File: config.mk
export PLATFORM = sky130hd
export DESIGN_NAME = sobel_ofifo
export DESIGN_NICKNAME = d
export VERILOG_FILES = /design/src/hdl/sobel_pkg.sv /design/src/hdl/sobel_ofifo.sv
export SDC_FILE = /design/constraint.sdc
export NUM_CORES = 1
export LEC_CHECK = 0
export BUFFER_PORTS_ARGS = -buffer_cell sky130_fd_sc_hd__clkbuf_2
export CAP_MARGIN = 20
export CELL_PAD_IN_SITES_DETAIL_PLACEMENT = 0
export CELL_PAD_IN_SITES_GLOBAL_PLACEMENT = 1
export CORE_ASPECT_RATIO = 1.75
export CORE_UTILIZATION = 50
export DETAILED_ROUTE_END_ITERATION = 16
export GPL_TIMING_DRIVEN = 0
export PLACE_DENSITY_LB_ADDON = 0.1
export SLEW_MARGIN = 5
export SYNTH_ARGS = -nofsm -noshare
export SYNTH_HDL_FRONTEND = slang
export SYNTH_SLANG_ARGS = --single-unit
File: constraint.sdc
create_clock -name clk -period 2.72 [get_ports clk]
set_clock_uncertainty 0.1 [all_clocks]
set_input_delay 0 -clock clk [delete_from_list [all_inputs] [get_ports clk]]
set_output_delay 0 -clock clk [all_outputs]
set_load 0.01 [all_outputs]
File: src/hdl/sobel_pkg.sv
// Shared types and constants for the Sobel 3x3 gray edge filter.
`timescale 1ns / 1ps

package sobel_pkg;

	localparam int MAX_WIDTH_DEF = 2048;
	localparam int OFIFO_DEPTH   = 8;
	localparam int FW_W          = 12;
	localparam int FH_W          = 16;
	localparam logic [FW_W-1:0] FRAME_WIDTH_RST  = 12'd640;
	localparam logic [FH_W-1:0] FRAME_HEIGHT_RST = 16'd480;

	// register indexes on the configuration port
	localparam logic REG_FRAME_WIDTH  = 1'b0;
	localparam logic REG_FRAME_HEIGHT = 1'b1;

	typedef struct packed {
		logic [7:0] chan_a;
		logic [7:0] chan_b;
		logic [7:0] chan_c;
	} pix_req_t;

	typedef struct packed {
		logic [7:0] edge_magnitude;
		logic       end_of_row;
		logic       end_of_frame;
	} mag_req_t;

	// 3x3 gray window, index row*3 + col, row 0 top, col 0 left
	typedef logic [8:0][7:0] win_t;

	typedef struct packed {
		logic end_of_row;
		logic end_of_frame;
	} pos_flags_t;

endpackage

File: src/hdl/sobel_ofifo.sv
// Output request queue that decouples the filter pipeline from the receiver.
`timescale 1ns / 1ps

module sobel_ofifo (
	input  logic                clk,
	input  logic                arst_n,
	input  logic                push,
	input  sobel_pkg::mag_req_t push_req,
	output logic                mag_valid,
	input  logic                mag_stall,
	output sobel_pkg::mag_req_t mag,
	output logic [$clog2(sobel_pkg::OFIFO_DEPTH+1)-1:0] count
);
	import sobel_pkg::*;

	localparam int PW = $clog2(OFIFO_DEPTH);
	localparam int CW = $clog2(OFIFO_DEPTH + 1);

	mag_req_t        slot_q [OFIFO_DEPTH];
	logic [PW-1:0]   wr_ptr_q, rd_ptr_q;
	logic            pop;

	assign mag_valid = (count != '0);
	assign mag       = slot_q[rd_ptr_q];
	assign pop       = mag_valid && !mag_stall;

	always_ff @(posedge clk or negedge arst_n) begin
		if (!arst_n) begin
			wr_ptr_q <= '0;
			rd_ptr_q <= '0;
			count    <= '0;
		end else begin
			if (push) begin
				wr_ptr_q <= (wr_ptr_q == PW'(OFIFO_DEPTH - 1)) ? '0 : wr_ptr_q + 1'b1;
			end
			if (pop) begin
				rd_ptr_q <= (rd_ptr_q == PW'(OFIFO_DEPTH - 1)) ? '0 : rd_ptr_q + 1'b1;
			end
			count <= count + CW'(push) - CW'(pop);
		end
	end

	always_ff @(posedge clk) begin
		if (push) begin
			slot_q[wr_ptr_q] <= push_req;
		end
	end

endmodule
; Word level (Yosys, flattened, before mapping)
; Memory sizes are Yosys's and may differ from the RTL's.
; Index checks and enable logic that the tools add are counted.
[op_classes]
addsub = 4
div = 0
shifts = 0
n_eq_ne = 2
n_lt_le_gt_ge = 0
n_mux = 4
bitwise = 0
mul = 0
reduce_logical = 3
[op_table]
columns = op, count
row1 = $add A3 B1 Y3 const B, 2
row2 = $eq A3 B3 Y1 const B, 2
row3 = $mux W3, 2
row4 = $add A4 B1 Y4, 1
row5 = $reduce_bool A4 Y1, 1
row6 = $sub A4 B1 Y4, 1
row7 = $mux W1, 2
row8 = $logic_and A1 B1 Y1, 1
row9 = $logic_not A1 Y1, 1
[totals]
mem_count = 1
ram_bits = 80
in_bits = 14
latchBits = 0
elab_cells = 17
output_inout_bits = 15
ff_bits = 10
mem_bits_ro = 0
[mem_list]
columns = name, words, word_bits, rd, rd_clocked_by_memory_dff, write_ports, line_no
row1 = slot_q, 8, 10, 1, 0, 1, sobel_ofifo.sv:19  ; mag_req_t slot_q [OFIFO_DEPTH];

; Depth between registers and ports, before layout
; Gate-level depths: netlist of run 1.
[logic_depth]
depth_word = 3
depth_mapped = 9
depth_no_buf = 9

; Least setup slack after synthesis of run 1
; OpenSTA, ideal clock, no wires.
[synth_timing]
path_kind = register to register
start = reg count[2] in the netlist's numbering
end = reg count[3] in the netlist's numbering
path_buffers = 0
t_arrival_ns = 1.877
required_time_ns = 2.541
setup_ns = 0.079
period_less_slack_ns = 2.056
path_slack_ns = 0.664
stages_incl_launch_ff = 10
cell_sequence = dfrtp_1 inv_1 ha_1 a21oi_1 ha_1 inv_1 ha_1 a21o_1 a21oi_1 xor2_1
[synth_between]
elab_chain_len = 3
elab_cells_between_ends = 4
classes_between = add/sub: 2 / reduce/logical: 2
[synth_lines]
columns = element, line_no
row1 = "start, declared", sobel_ofifo.sv:12  ; output logic [$clog2(sobel_pkg::OFIFO_DEPTH+1)-1:0] count
row2 = "start signal, assigned", sobel_ofifo.sv:39  ; count <= count + CW'(push) - CW'(pop);
row3 = $reduce_bool A4 Y1, sobel_ofifo.sv:23  ; assign mag_valid = (count != '0);
row4 = $logic_and A1 B1 Y1, sobel_ofifo.sv:25  ; assign pop = mag_valid && !mag_stall;
row5 = via pop, sobel_ofifo.sv:21  ; logic pop;
row6 = $sub A4 B1 Y4, sobel_ofifo.sv:39
; The timed path passes the listed nets, and every way through them passes these cells.
; A chain may end at the register's enable or synchronous reset.

; Final worst setup path of run 1
; Same ends and word-level chain as after synthesis.

==> flow_summary.toml, run 1 <==
[timing]
slew_headroom_pct = 51.5
fmax_mhz = 442
finalSetupViolCount = 0
hold_viol_final = 0
period_share_pct = 83.1
rsz0062_at_grt = "false"
tightestPinTransition_ns = 0.727
fin_hold_ws_ns = 0.381
min_period_ns = 2.26
finalSetupTns_ns = 0
slew_viol_final = 0

[routing]
drtPass1Iterations = 4
routed_wl_um = 6880
vias = 1819
drt-vias-per-instance = 5.65
drc_errors = 0
drt-initial-drc-count = 122
antenna_left = 0
routedWlPerCell_um = 21.4

[synthesis]
avgSynthCellArea_um2 = 21.3
netlist_area_um2 = 3660
ys_seq_area_share_pct = 72.5
ys_seq_elements = 90
synthCells = 172
syn_nets = 196
ys.warnings.count = 0
synth_cell_type_count = 20

[placed_design]
dp_hpwl_um = 4640
io_buffers = 28
dp_cells = 290
dpl_cell_area_um2 = 3980
place_congestion = 0.700

[critical_path]
arrival_ns = 2.41
cp_cell_sequence = "inv_1 > ha_1 > a21oi_1 > ha_1 > inv_1 > ha_1 > a21o_1 > a21oi_1 > xor2_1"
critPathLaunchType = "register"
cp_slowest_cell = "a21oi_1"
crit_top_cell = "ha_1"
critPathRequiredTime_ns = 2.87
max_stage_delay_ns = 0.36
crit_cells = 9
crit_fanout = 4
critPathCaptureType = "register"
r2r_cells = 9
cp.buffers_inverters = 2
criticalPathCategory = "register to register"
crit_family = "adder cells"
rrSetupSlack_ns = 0.46

[final_layout]
fillCellCount = 497
final_common_cell = "edfxtp_1"
postLayoutCellArea_um2 = 4430
n_antenna_cell = 0
final_cell_mix = "80 x edfxtp_1, 28 x clkbuf_2, 19 x mux4_1"
fin_nets = 257
area.growth.synth_to_final_pct = 21.0
final_cells = 322
drive_gt1_share_pct = 29.4

[floorplanning]
ios = 29
core-area_um2 = 6960
fp.dieW_um = 66.7
die_y_um = 115
rows = 40
dieArea_um2 = 7680
initial_core_util_pct = 52.6

[global_routing]
grt_util_all_layers_pct = 20.6
grt-ovfl-total = 0
grt_first_pass_wirelength_um = 10400
antenna_found_initial = 0
grt_pass1_vias = 1953
grt_max_degree = 15

[clock_tree]
cts_sinks = 90
cts.path.max_buffers = 2
cts_root_buf = "clkbuf_16"
cts_buffers = 9
holdBufCountCts = 14
cts_tree = "built"
clk_pin_slew_worst_paths_ns = 0.06
postCtsResizedCells = 0
htree_levels = 3
clock_insertion_delay_worst_skew_ns = 0.33
post_cts_buffers = 0

[pwr]
power_density_nw_per_um2 = 1040
peakVddDrop_v = 0.000654
p_leak_uw = 0.00166

[worst_hold_path]
min_delay_path_depth = 2
min_path_type = "primary input to register"

[flow_run]
maxCapViolations = 0

[status]
status = "finished clean"
[cell usage after synthesis (all sizes together)]
| library cell | number | area (um2) |
|---|---|---|
| buf | 2 | 22.5 |
| inv | 7 | 26.3 |
| nand2b | 2 | 12.5 |
| fa | 1 | 20.0 |
| nor2b | 1 | 6.26 |
| nor3 | 2 | 10.0 |
| ha | 9 | 113 |
| mux4 | 20 | 522 |
| mux2 | 15 | 169 |
| nand2 | 4 | 15.0 |
| dfrtp | 10 | 250 |
| clkbuf | 3 | 11.3 |
| xor2 | 2 | 17.5 |
| a21o | 1 | 7.51 |
| a21oi | 2 | 10.0 |
| edfxtp | 80 | 2400 |
| nor2 | 9 | 33.8 |
| o21ai | 1 | 5.00 |
| nand3b | 1 | 7.51 |
[metal layers]
layer  global-route usage, %  vias to the layer above  routed length, um
met3                    4.17                       14                200
met2                    35.5                       42               3840
met5                       0                        -                  0
li1                        -                      831                  -
met4                    10.5                        0                184
met1                    23.6                      932               2650
[area by class of cell]
cell class              count  area (um2)  area share, %
multi-input cells          70         958           21.6
plain buffers               5        33.8          0.763
well taps                  84         105           2.37
inverters                   7        26.3          0.593
repair buffers             50         367           8.28
clock buffers              10         229           5.17
flip-flops and latches     90        2650           59.9
clock inverters             6        57.6           1.30
[final timing paths]
check | from | endpoint
max | count[2] | count[3]
min | push_req[0] | slot_q[4][0]
max reg2reg | count[2] | count[3]
min reg2reg | wr_ptr_q[2] | wr_ptr_q[2]
max in group asynchronous | arst_n | count[0]
min in group asynchronous | arst_n | wr_ptr_q[2]
[registers in the layout, indices dropped and copies added (netlist names)]
register and flops:
count 4, slot_q 80, wr_ptr_q 3, rd_ptr_q 3
[power by group]
part | switching [uW] | internal [uW] | total [uW]
Clock | 474 | 705 | 1180
Combinational | 754 | 763 | 1520
Sequential | 125 | 1770 | 1890
Total | 1350 | 3240 | 4590
[cells by family (layout without fill, tap and decap cells)]
group                      Yosys count  after routing  synth area share, %
DFF                                 90             90                 72.5
xor gates and xnor gates             2              2                0.479
adders and majority gates           10             10                 3.62
AOI/OAI and AO/OA                    4              4                0.615
and+or+nand+nor                     19             19                 2.32
muxes                               35             35                 18.9
buffers and inverters               12             78                 1.64
[per-stage QoR]
step / util [%] / total power, uW / setup slack (ns)
floorplan: - / 2890 / 0.664
global placement: 56.2 / 3300 / 0.317
detailed placement: 57.3 / 3460 / 0.467
CTS: 63.4 / 4650 / 0.445
global route: 63.7 / 4820 / 0.313
finish: 63.7 / 4590 / 0.460
Note: power is estimated with default switching activity, not from simulation.
==> run 2, diff against run 1 <==
Clock period 2.72 ns to 2.3 ns, I/O delays scaled along.
==> run 2 against run 1 <==
Effect of this change: sequential cell count did not move; first-iteration DRC count fell by 0.82%; critical path type is now register to output port; sequential share of layout area fell by 0.051 points; final area barely moved; highest routed layer unchanged; power rose by 18%; count of clock-buffer cells in the layout did not move; clock power rose by 18%; largest cell class unchanged; sequential power rose by 19%.
==> flow_summary.toml, run 2 (synthesized netlist as in run 1, its figures left out) <==
[placed_design]
io_buffers = 28
place_congestion = 0.700
dpl_cell_area_um2 = 3980
dp_hpwl_um = 4640

[status]
status = "finished clean"

[routing]
routed_wl_um = 6890
antenna_left = 0
vias = 1816
drc_errors = 0
dr_wl_met3_um = 161
wl_met2_um = 3850
drtPass1Iterations = 4
top_layer = "met4"
routedWlPerCell_um = 21.4
drt-met1-wl_um = 2690
drt-initial-drc-count = 121
drt-vias-per-instance = 5.64

[clock_tree]
cts_buffers = 9
cts.path.max_buffers = 2
clock_insertion_delay_worst_skew_ns = 0.33
htree_levels = 3
clk_pin_slew_worst_paths_ns = 0.06
cts_sinks = 90
cts_tree = "built"
cts_root_buf = "clkbuf_16"

[final_layout]
postLayoutCellArea_um2 = 4430
area.growth.synth_to_final_pct = 21.1
final_common_cell = "edfxtp_1"
drive_gt1_share_pct = 29.8
top_regs = "slot_q: 80 flops, count: 4 flops"
final_cell_mix = "80 x edfxtp_1, 28 x clkbuf_2, 19 x mux4_1"
largest_register_ff_count = 80
top_register = "slot_q"
n_antenna_cell = 0
fin_nets = 257

[timing]
slew_viol_final = 0
finalSetupViolCount = 0
period_share_pct = 95.5
rsz0062_at_grt = "false"
slew_headroom_pct = 51.2
fmax_mhz = 455
hold_viol_final = 0
tightestPinTransition_ns = 0.732
min_period_ns = 2.20

[critical_path]
criticalPathCategory = "register to output port"
rrSetupSlack_ns = 0.17
critPathRequiredTime_ns = 2.20
arrival_ns = 2.10
crit_fanout = 10
critPathCaptureType = "output port"
critPathLaunchType = "register"

[floorplanning]
core-area_um2 = 6960
die_y_um = 115
dieArea_um2 = 7680
fp.dieW_um = 66.7
initial_core_util_pct = 52.6
ios = 29
rows = 40

[pwr]
peakVddDrop_v = 0.000787
power_density_nw_per_um2 = 1230
power_uw = 5430
p_leak_uw = 0.00166

[global_routing]
grt_util_all_layers_pct = 20.6
grt-ovfl-total = 0
grt_pass1_vias = 1953
grt_first_pass_wirelength_um = 10400
antenna_found_initial = 0
grt_max_degree = 15

[flow_run]
maxCapViolations = 0

[worst_hold_path]
min_path_type = "primary input to register"
[run 2: repair_timing]
action | CTS | global route
buffers inserted | 0 | 0
endpoints found under the setup margin | 0 | 3
hold endpoints to repair | 96 | 0
hold buffers | 14 | 0
gates resized for setup | 0 | 1
[run 2: report_power, final]
group,leakage (uW),switching [uW],internal [uW],total (uW)
logic,0.000669,894,904,1800
clock network,0.000144,562,833,1390
registers,0.000845,149,2090,2240
[run 2: path summary, 6_finish.rpt]
| check | startpoint | endpoint | cells after the start |
|---|---|---|---|
| min reg2reg | wr_ptr_q[2] | wr_ptr_q[2] | 1 |
| min | push_req[0] | slot_q[4][0] | 2 |
| max reg2reg | count[2] | count[3] | 9 |
| max in group asynchronous | arst_n | count[0] | 3 |
| min in group asynchronous | arst_n | wr_ptr_q[2] | 3 |
| max | rd_ptr_q[2] | mag[9] | 4 |
[run 2: cell type report]
cell class / count / area, um2
multi-input cells: 70 / 962
fillers: 496 / 2520
well taps: 84 / 105
repair buffers: 50 / 367
clock buffers: 10 / 229
flip-flops and latches: 90 / 2650
inverters: 7 / 26.3
plain buffers: 5 / 33.8
clock inverters: 6 / 57.6
[run 2: metal layers]
metal / track usage (%) / up-vias
met3: 4.17 / 16
li1: - / 830
met1: 23.6 / 936
met5: 0 / -
met4: 10.5 / 0
met2: 35.5 / 34
[run 2: worst max-delay path: stages (launching register included)]
cell      delay (ns)
dfrtp_1         0.41
clkbuf_1        0.55
mux4_1          0.40
mux2_2          0.28
clkbuf_2        0.13
[run 2: stage by stage]
step           utilization (%)  setup TNS, ns  cells  hold WS (ns)  setup WS (ns)
2_1_floorplan                -              0    172        -0.396          0.244
3_3_place_gp              56.2          -1.48    284        -0.229         -0.103
3_5_place_dp              57.3              0    290        -0.213         0.0467
4_1_cts                   63.4              0    320         0.369         0.0250
5_1_grt                   63.7              0    322         0.405         0.0274
6_report                  63.7              0    322         0.381          0.104
