==> src/hdl/sobel_pkg.sv <==
// Shared types and constants for the Sobel 3x3 gray edge filter.
`timescale 1ns / 1ps

package sobel_pkg;

	localparam int MAX_WIDTH_DEF = 2048;
	localparam int OFIFO_DEPTH   = 8;
	localparam int FW_W          = 12;
	localparam int FH_W          = 16;
	localparam logic [FW_W-1:0] FRAME_WIDTH_RST  = 12'd640;
	localparam logic [FH_W-1:0] FRAME_HEIGHT_RST = 16'd480;

	// register indexes on the configuration port
	localparam logic REG_FRAME_WIDTH  = 1'b0;
	localparam logic REG_FRAME_HEIGHT = 1'b1;

	typedef struct packed {
		logic [7:0] chan_a;
		logic [7:0] chan_b;
		logic [7:0] chan_c;
	} pix_req_t;

	typedef struct packed {
		logic [7:0] edge_magnitude;
		logic       end_of_row;
		logic       end_of_frame;
	} mag_req_t;

	// 3x3 gray window, index row*3 + col, row 0 top, col 0 left
	typedef logic [8:0][7:0] win_t;

	typedef struct packed {
		logic end_of_row;
		logic end_of_frame;
	} pos_flags_t;

endpackage

==> src/hdl/sobel_grad.sv <==
// Sobel X/Y gradient stage and saturated magnitude of the 3x3 window.
`timescale 1ns / 1ps

module sobel_grad (
	input  logic                 clk,
	input  logic                 arst_n,
	input  logic                 win_valid,
	input  sobel_pkg::win_t      win,
	input  sobel_pkg::pos_flags_t win_flags,
	output logic                 res_valid,
	output sobel_pkg::mag_req_t  res
);
	import sobel_pkg::*;

	logic signed [10:0] gx, gy;
	logic signed [10:0] gx_s3, gy_s3;
	pos_flags_t         flags_s3;
	logic        [10:0] abs_x, abs_y;
	logic        [11:0] mag_sum;

	function automatic logic signed [10:0] px(input logic [7:0] p);
		px = signed'({3'b000, p});
	endfunction

	assign gx = (px(win[2]) - px(win[0])) + ((px(win[5]) - px(win[3])) <<< 1)
		+ (px(win[8]) - px(win[6]));
	assign gy = (px(win[6]) - px(win[0])) + ((px(win[7]) - px(win[1])) <<< 1)
		+ (px(win[8]) - px(win[2]));

	always_ff @(posedge clk or negedge arst_n) begin
		if (!arst_n) begin
			res_valid <= 1'b0;
		end else begin
			res_valid <= win_valid;
		end
	end

	always_ff @(posedge clk) begin
		if (win_valid) begin
			gx_s3    <= gx;
			gy_s3    <= gy;
			flags_s3 <= win_flags;
		end
	end

	assign abs_x   = gx_s3[10] ? 11'(-gx_s3) : 11'(gx_s3);
	assign abs_y   = gy_s3[10] ? 11'(-gy_s3) : 11'(gy_s3);
	assign mag_sum = {1'b0, abs_x} + {1'b0, abs_y};

	always_comb begin
		res.edge_magnitude = (mag_sum > 12'd255) ? 8'hFF : mag_sum[7:0];
		res.end_of_row     = flags_s3.end_of_row;
		res.end_of_frame   = flags_s3.end_of_frame;
	end

endmodule

==> config.mk <==
export PLATFORM = sky130hd
export DESIGN_NAME = sobel_grad
export DESIGN_NICKNAME = d
export VERILOG_FILES = /design/src/hdl/sobel_pkg.sv /design/src/hdl/sobel_grad.sv
export SDC_FILE = /design/constraint.sdc
export NUM_CORES = 1
export LEC_CHECK = 0
export CAP_MARGIN = 10
export CORE_MARGIN = 1
export CORE_UTILIZATION = 68
export CTS_BUF_LIST = sky130_fd_sc_hd__clkbuf_8
export CTS_CLUSTER_SIZE = 24
export DETAILED_ROUTE_END_ITERATION = 12
export DONT_BUFFER_PORTS = 1
export GPL_ROUTABILITY_DRIVEN = 1
export MAX_ROUTING_LAYER = met4
export PLACE_DENSITY = 0.92
export SLEW_MARGIN = 25
export SYNTH_ARGS = -nofsm -noshare
export SYNTH_HDL_FRONTEND = slang
export SYNTH_SLANG_ARGS = --single-unit
==> constraint.sdc <==
create_clock -name clk -period 4.4 [get_ports clk]
set_clock_uncertainty 0.05 [all_clocks]
set_input_delay 0.22 -clock clk [delete_from_list [all_inputs] [get_ports clk]]
set_output_delay 0.22 -clock clk [all_outputs]
set_load 0.01 [all_outputs]
Word level (Yosys, flattened, before mapping)
Cells that the tools add are included.
Word-level totals
  flip-flop bits (word level): 25
  output and inout port bits: 11
Cells by class
  $add $sub $neg: 13
  $lt $le $gt $ge: 1
  multiplexer cells: 3
Operators with widths (count)
  $sub A8 B8 Y9: 6
  $add A11 B9 Y11: 2
  $add A9 B10 Y11: 2
  $mux W11: 2
  $neg A11 Y11: 2
  $add A11 B11 Y12: 1
  $gt A12 B8 Y1 const B: 1
  $mux W8: 1

Depth between registers and ports, before layout
Gate-level depths: netlist (run 1).
  depth in word-level cells: 5
  mapped depth: 17

Worst setup path after synthesis (run 1)
OpenSTA, ideal clock, no wires.
  path kind: input port to flip-flop
  start: in win[48] in the netlist's numbering
  end: reg gy_s3[10], data pin
  arrival time: 3.458 ns
  required time: 4.079 ns
  path slack: 0.622 ns
  cell stages on the path: 15
  buffers on the path: 0
  cells stage by stage: inv_1 -> ha_1 -> inv_1 -> fa_1 -> a21o_1 -> a21oi_1 -> o21bai_1 -> a21oi_1 -> nor2_1 -> a211oi_1 -> fa_1 -> ha_1 -> or4_1 -> o311ai_0 -> a211oi_1
Between the ends
  word-level cells in the longest chain between the ends: 3
RTL lines
  start: declaration: line sobel_grad.sv:8  | input sobel_pkg::win_t win,
  $sub A8 B8 Y9: line sobel_grad.sv:27  | assign gy = (px(win[6]) - px(win[0])) + ((px(win[7]) - px(win[1])) <<< 1)
  $add A9 B10 Y11: line sobel_grad.sv:27
  $add A11 B9 Y11: line sobel_grad.sv:28  | + (px(win[8]) - px(win[2]));
  named net gy[10]: line sobel_grad.sv:15  | logic signed [10:0] gx, gy;
  end signal: assignment: line sobel_grad.sv:41  | gy_s3 <= gy;
  end: declaration: line sobel_grad.sv:16  | logic signed [10:0] gx_s3, gy_s3;
The timed path passes the listed nets, and every way through them passes these cells.
A chain may end at the register's enable or synchronous reset.

Worst setup path in the final report (run 1)
Ends and elaborated chain as after synthesis.

==> results of run 1 <==
[logic make-up (layout without fill, tap and decap cells)]
| group | count (synthesis) | after routing | share of synthesized area |
|---|---|---|---|
| AO/OA/AOI/OAI | 127 | 127 | 0.170 |
| XOR/XNOR | 65 | 65 | 0.118 |
| adder cells (fa/ha/maj) | 108 | 108 | 0.322 |
| buffers and inverters | 112 | 118 | 0.0872 |
| flip-flops | 25 | 25 | 0.155 |
| AND/OR/NAND/NOR | 133 | 133 | 0.148 |
[sequential cells by signal (all words and copies together) (netlist names)]
register and flops:
gx_s3 11, res_valid 1, gy_s3 11, res 2
[area by class of cell]
type | count | area share
Clock buffer | 3 | 0.00823
Timing Repair Buffer | 4 | 0.00798
Multi-Input combinational cell | 433 | 0.728
Clock inverter | 1 | 0.000748
Sequential cell | 25 | 0.149
Tap cell | 96 | 0.0239
Inverter | 110 | 0.0823
[worst paths after layout]
path | start | end | slack (ns) | cells past startpoint
worst max-delay path | win[48] | gy_s3[10] | 0.45 | 15
worst min-delay path | win_valid | gy_s3[2] | 0.02 | 0
max in group asynchronous | arst_n | res_valid | 4.07 | 1
min in group asynchronous | arst_n | res_valid | 0.12 | 1
[cells in the final DEF (no fill, tap or decap), types with 5 or more instances in the layout]
cell type,synthesis,final
or2_2,8,8
a211oi_1,5,5
edfxtp_1,24,24
o21ai_0,32,32
inv_1,110,111
nand3_1,13,13
o31ai_1,5,5
a21o_1,15,15
xor2_1,18,18
nor2_1,16,16
nand2b_1,19,19
ha_1,81,81
nor3_1,11,11
nor2b_1,13,13
or4_1,5,5
nand2_1,27,27
a21oi_1,36,36
fa_1,27,27
xnor2_1,47,47
[metal layers]
metal  global-route usage  part of all wire
met5                    -                 0
met4                0.129             0.045
met3               0.0333             0.053
met2                0.537              0.51
met1                0.306              0.39
[metrics by stage]
step / hold WS, ns / util / setup slack, ns
after floorplan: -0.126 / - / 0.622
after global placement: -0.126 / 0.722 / 0.416
after detailed placement: -0.126 / 0.722 / 0.231
after CTS: 0.0148 / 0.735 / 0.494
after global routing: 0.00618 / 0.735 / 0.250
final: 0.0176 / 0.735 / 0.449
[power by group]
group,switching [mW],internal [mW],leakage (nW)
Clock,0.0626,0.0621,0.0269
Combinational,1.97,1.45,2.18
Sequential,0.108,0.457,0.247
Total,2.14,1.97,2.45
[repair_timing]
action	4_1_cts	5_1_grt
hold endpoints to repair	4	0
resized for setup	0	0
hold buffers	4	0
==> flow_summary.json, run 1 <==
{
  "cap_violations": 0,
  "synth_nets": 755,
  "num_io_pins": 88,
  "synthCells": 570,
  "synth_area_um2": 4820,
  "vias": 3895,
  "drt_iter0_markers": 162,
  "ys.flop_type": "edfxtp_1",
  "globalRoute.totalOverflow": 0,
  "die_area_um2": 7430,
  "clock-sinks": 25,
  "fp.dieH_um": 86.2,
  "slowest_stage": "or4_1",
  "seqCellArea_um2": 746,
  "hp-class": "input pin to register",
  "status": "completed",
  "htreeDepth": 1,
  "path_max_fanout": 4,
  "drive_above_1_share": 0.0365,
  "finalSetupViolCount": 0,
  "cts_setup_buffers": 0,
  "worst_pin_slew_ns": 0.594,
  "ant_nets": 0,
  "ys_ff_latch": 25,
  "cp.required_ns": 4.35,
  "synth_most_common_cell": "inv_1",
  "io_buffer_count": 0,
  "multi_input_area_um2": 3660,
  "hold_viol": 0,
  "yosysTopAreaCell": "ha_1",
  "firstDrtPassIters": 5,
  "rsz0062_at_grt": "false",
  "p_leak_nw": 2.45,
  "path_buf_inv": 2,
  "path_cells": "inv_1, ha_1, inv_1, fa_1, a21o_1, a21oi_1, o21bai_1, a21oi_1, nor2_1, a211oi_1, fa_1, ha_1, or4_1, o311ai_0, a211oi_1",
  "maxSlewHeadroom": 0.602,
  "synth-seq-area-share": 0.155,
  "antenna_found_initial": 0,
  "crit_type": "input pin to register",
  "cts.reportedPaths.clkPinSlew_ns": 0.08,
  "fin_crit_sh": 0.898,
  "slowest_delay_ns": 0.55,
  "synthArstFlopShare": 0.0400,
  "grt_max_degree": 26,
  "first_global_vias": 3970,
  "cp_top_family": "compound AO/OA/AOI/OAI gates",
  "maxSlewViolCount": 0,
  "wl_um": 10100,
  "fill_cells": 540,
  "place_hpwl_um": 8910,
  "netlist.area_leader.share": 0.210,
  "yosysWarnings": 0,
  "initial_core_util": 0.706,
  "numCtsBuffers": 3,
  "root_buffer": "clkbuf_8",
  "clk_path_buf_depth": 2,
  "total_power_mw": 4.11,
  "synth.top_cells.by_count": "inv_1 (110), ha_1 (81), xnor2_1 (47), a21oi_1 (36), o21ai_0 (32)",
  "nNetsFinal": 762,
  "place_area_um2": 4930,
  "cp.arrival_ns": 3.90,
  "place.gp.congestion": 0.943,
  "cts_tree": "built",
  "fin_area_um2": 5020,
  "placementRows": 30,
  "post-route-min-period_ns": 3.95,
  "detail_route.wl_per_cell_um": 15.1,
  "grt_first_pass_wirelength_um": 16600,
  "dp.cells": 664,
  "diodes": 0,
  "timing.fmax_mhz": 253,
  "drt_drc_violations_left": 0,
  "die_w_um": 86.2,
  "critical_path.endpoint_type": "register",
  "cp-start-kind": "input pin",
  "area_growth_pct": 4.10,
  "synth_cell_types": 50,
  "peakVddDrop_mv": 0.424,
  "layoutNonFillerInstCount": 672,
  "synth.avg_cell_area_um2": 8.46,
  "vias_per_cell": 5.80,
  "fin_tns_setup_ns": 0,
  "fp.coreArea_um2": 6830,
  "grt_use_total": 0.288,
  "synth_edf_count": 24,
  "powerDensity_nw_per_um2": 818,
  "synth_area_leaders": "ha_1 (21%), edfxtp_1 (15%), fa_1 (11%)"
}
Note: power is estimated with default switching activity, not from simulation.
==> run 2, diff against run 1 <==
--- a/config.mk
+++ b/config.mk
@@ -5,8 +5,8 @@
 export SDC_FILE = /design/constraint.sdc
 export NUM_CORES = 1
 export LEC_CHECK = 0
+export ABC_AREA = 1
 export CAP_MARGIN = 10
-export CORE_MARGIN = 1
 export CORE_UTILIZATION = 68
 export CTS_BUF_LIST = sky130_fd_sc_hd__clkbuf_8
 export CTS_CLUSTER_SIZE = 24
==> flow_summary.json, run 2 <==
{
  "synth_area_um2": 5010,
  "path_max_fanout": 5,
  "powerDensity_nw_per_um2": 801,
  "ctsResizeCount": 0,
  "num_io_pins": 88,
  "die_w_um": 87.8,
  "first_global_vias": 4309,
  "final_common_cell": "inv_1",
  "ant_nets": 0,
  "hp-class": "input pin to register",
  "numCtsBuffers": 3,
  "globalRoute.totalOverflow": 0,
  "die_area_um2": 7710,
  "antenna_found_initial": 0,
  "drive_above_1_share": 0.0264,
  "root_buffer": "clkbuf_8",
  "initial_core_util": 0.721,
  "synth.top_cells.by_count": "inv_1 (142), nand2_1 (115), ha_1 (81), a21oi_1 (65), nand3_1 (48)",
  "synth_area_leaders": "ha_1 (20%), edfxtp_1 (14%), fa_1 (11%)",
  "cap_violations": 0,
  "ys.flop_type": "edfxtp_1",
  "fin_crit_sh": 0.780,
  "placementRows": 30,
  "slowest_stage": "fa_1",
  "slowest_delay_ns": 0.55,
  "firstDrtPassIters": 5,
  "cp-start-kind": "input pin",
  "diodes": 0,
  "cts.reportedPaths.clkPinSlew_ns": 0.09,
  "cts_setup_buffers": 0,
  "critical_path.endpoint_type": "register",
  "cp.arrival_ns": 3.42,
  "finalSetupViolCount": 0,
  "place_hpwl_um": 9710,
  "synth-seq-area-share": 0.149,
  "synth_cell_types": 30,
  "clk_path_buf_depth": 2,
  "maxSlewViolCount": 0,
  "nNetsFinal": 869,
  "grt_max_degree": 26,
  "post-route-min-period_ns": 3.43,
  "grt_first_pass_wirelength_um": 17800,
  "fp.coreArea_um2": 6940,
  "drt_drc_violations_left": 0,
  "vias_per_cell": 5.59,
  "wl_um": 11000,
  "synthCells": 674,
  "hold_viol": 0,
  "peakVddDrop_mv": 0.330,
  "area_growth_pct": 4.30,
  "worstHoldPathCells": 0,
  "place.gp.congestion": 0.948,
  "drt_iter0_markers": 168,
  "cts_tree": "built",
  "p_leak_nw": 2.76,
  "layout_common_cells": "inv_1 (143), nand2_1 (115), ha_1 (81)",
  "vias": 4356,
  "cp_common_cell": "nand2_1",
  "cp.required_ns": 4.39,
  "fp.dieH_um": 87.8,
  "synth_nets": 859,
  "detail_route.wl_per_cell_um": 14.1,
  "synth_edf_count": 24,
  "htreeDepth": 1,
  "path_cells": "inv_1, ha_1, fa_1, o21ai_0, nand2_1, nand2_1, a21oi_1, xor2_1, fa_1, inv_1, ha_1, a21oi_1, nor2_1, a211oi_1, nand3_1, nand2_1, nand2_1",
  "crit_type": "input pin to register",
  "min_delay_worst_endpoint": "gy_s3[1]",
  "rsz0062_at_grt": "false",
  "timing.fmax_mhz": 291,
  "fin_tns_setup_ns": 0,
  "status": "completed",
  "io_buffer_count": 0,
  "ys_ff_latch": 25,
  "seqCellArea_um2": 746,
  "total_power_mw": 4.18,
  "synthArstFlopShare": 0.0400,
  "grt_use_total": 0.306,
  "yosysWarnings": 0,
  "maxSlewHeadroom": 0.549,
  "yosysTopAreaCell": "ha_1",
  "multi_input_area_um2": 3730,
  "fill_cells": 568,
  "worst_pin_slew_ns": 0.670,
  "min_from": "win_valid",
  "synth.avg_cell_area_um2": 7.43,
  "netlist.area_leader.share": 0.202,
  "synth_most_common_cell": "inv_1",
  "clock-sinks": 25
}
run 2: metal layers:
metal  global-route usage  vias up  part of all wire
li1                     -     2208                 -
met1                0.319     1978              0.40
met2                0.570      140              0.50
met3               0.0386       30             0.057
met4                0.137        0             0.040
met5                    -        -                 0
run 2: how the worst max path moves through the flow:
stage	startpoint	endpoint	slack [ns]	cells after the start
after floorplan	win[40]	gx_s3[10]	1.13	17
after global placement	win[40]	gx_s3[10]	0.87	17
after detailed placement	win[40]	gx_s3[10]	0.70	17
after CTS	win[40]	gx_s3[10]	0.99	17
after global routing	win[40]	gx_s3[10]	0.66	17
final	win[40]	gx_s3[10]	0.97	17
run 2: layout make-up:
cell class | instances | area share
multi-input cells | 507 | 0.714
clock buffers | 3 | 0.00790
inverters | 142 | 0.102
clock inverters | 1 | 0.000718
well taps | 96 | 0.0230
flip-flops and latches | 25 | 0.143
repair buffers | 5 | 0.00958
run 2: power breakdown:
group | leakage, nW | switching [mW] | internal, mW | total [mW]
combinational | 2.49 | 2.19 | 1.31 | 3.50
sequential | 0.246 | 0.0858 | 0.460 | 0.546
clock | 0.0269 | 0.0719 | 0.0625 | 0.134
run 2: cells by family after synthesis:
logic type      share of synthesized area
fa+ha+maj                           0.310
simple gates                        0.208
buf+inv                             0.106
flops                               0.149
xor+xnor                            0.124
compound gates                      0.103
run 2: critical path: cells and delay by family:
family / cells / cell delay, ns
simple gates: 6 / 0.45
fa+ha+maj: 4 / 1.55
xor+xnor: 1 / 0.17
compound gates: 4 / 0.98
buf+inv: 2 / 0.07
run 2: timing repair:
| item | 4_1_cts | 5_1_grt |
|---|---|---|
| hold endpoints to repair | 4 | 13 |
| setup endpoints to repair | 0 | 0 |
| hold buffers | 4 | 1 |
run 2: through the flow:
stage	hold WS, ns	cells	setup WS, ns	util	instance area (um2)
floorplan	-0.126	674	1.13	-	5010
global placement	-0.126	770	0.875	0.739	5130
detailed placement	-0.126	770	0.704	0.739	5130
CTS	0.00283	778	0.987	0.751	5220
global route	0.00729	779	0.663	0.752	5230
finish	0.0169	779	0.967	0.752	5230
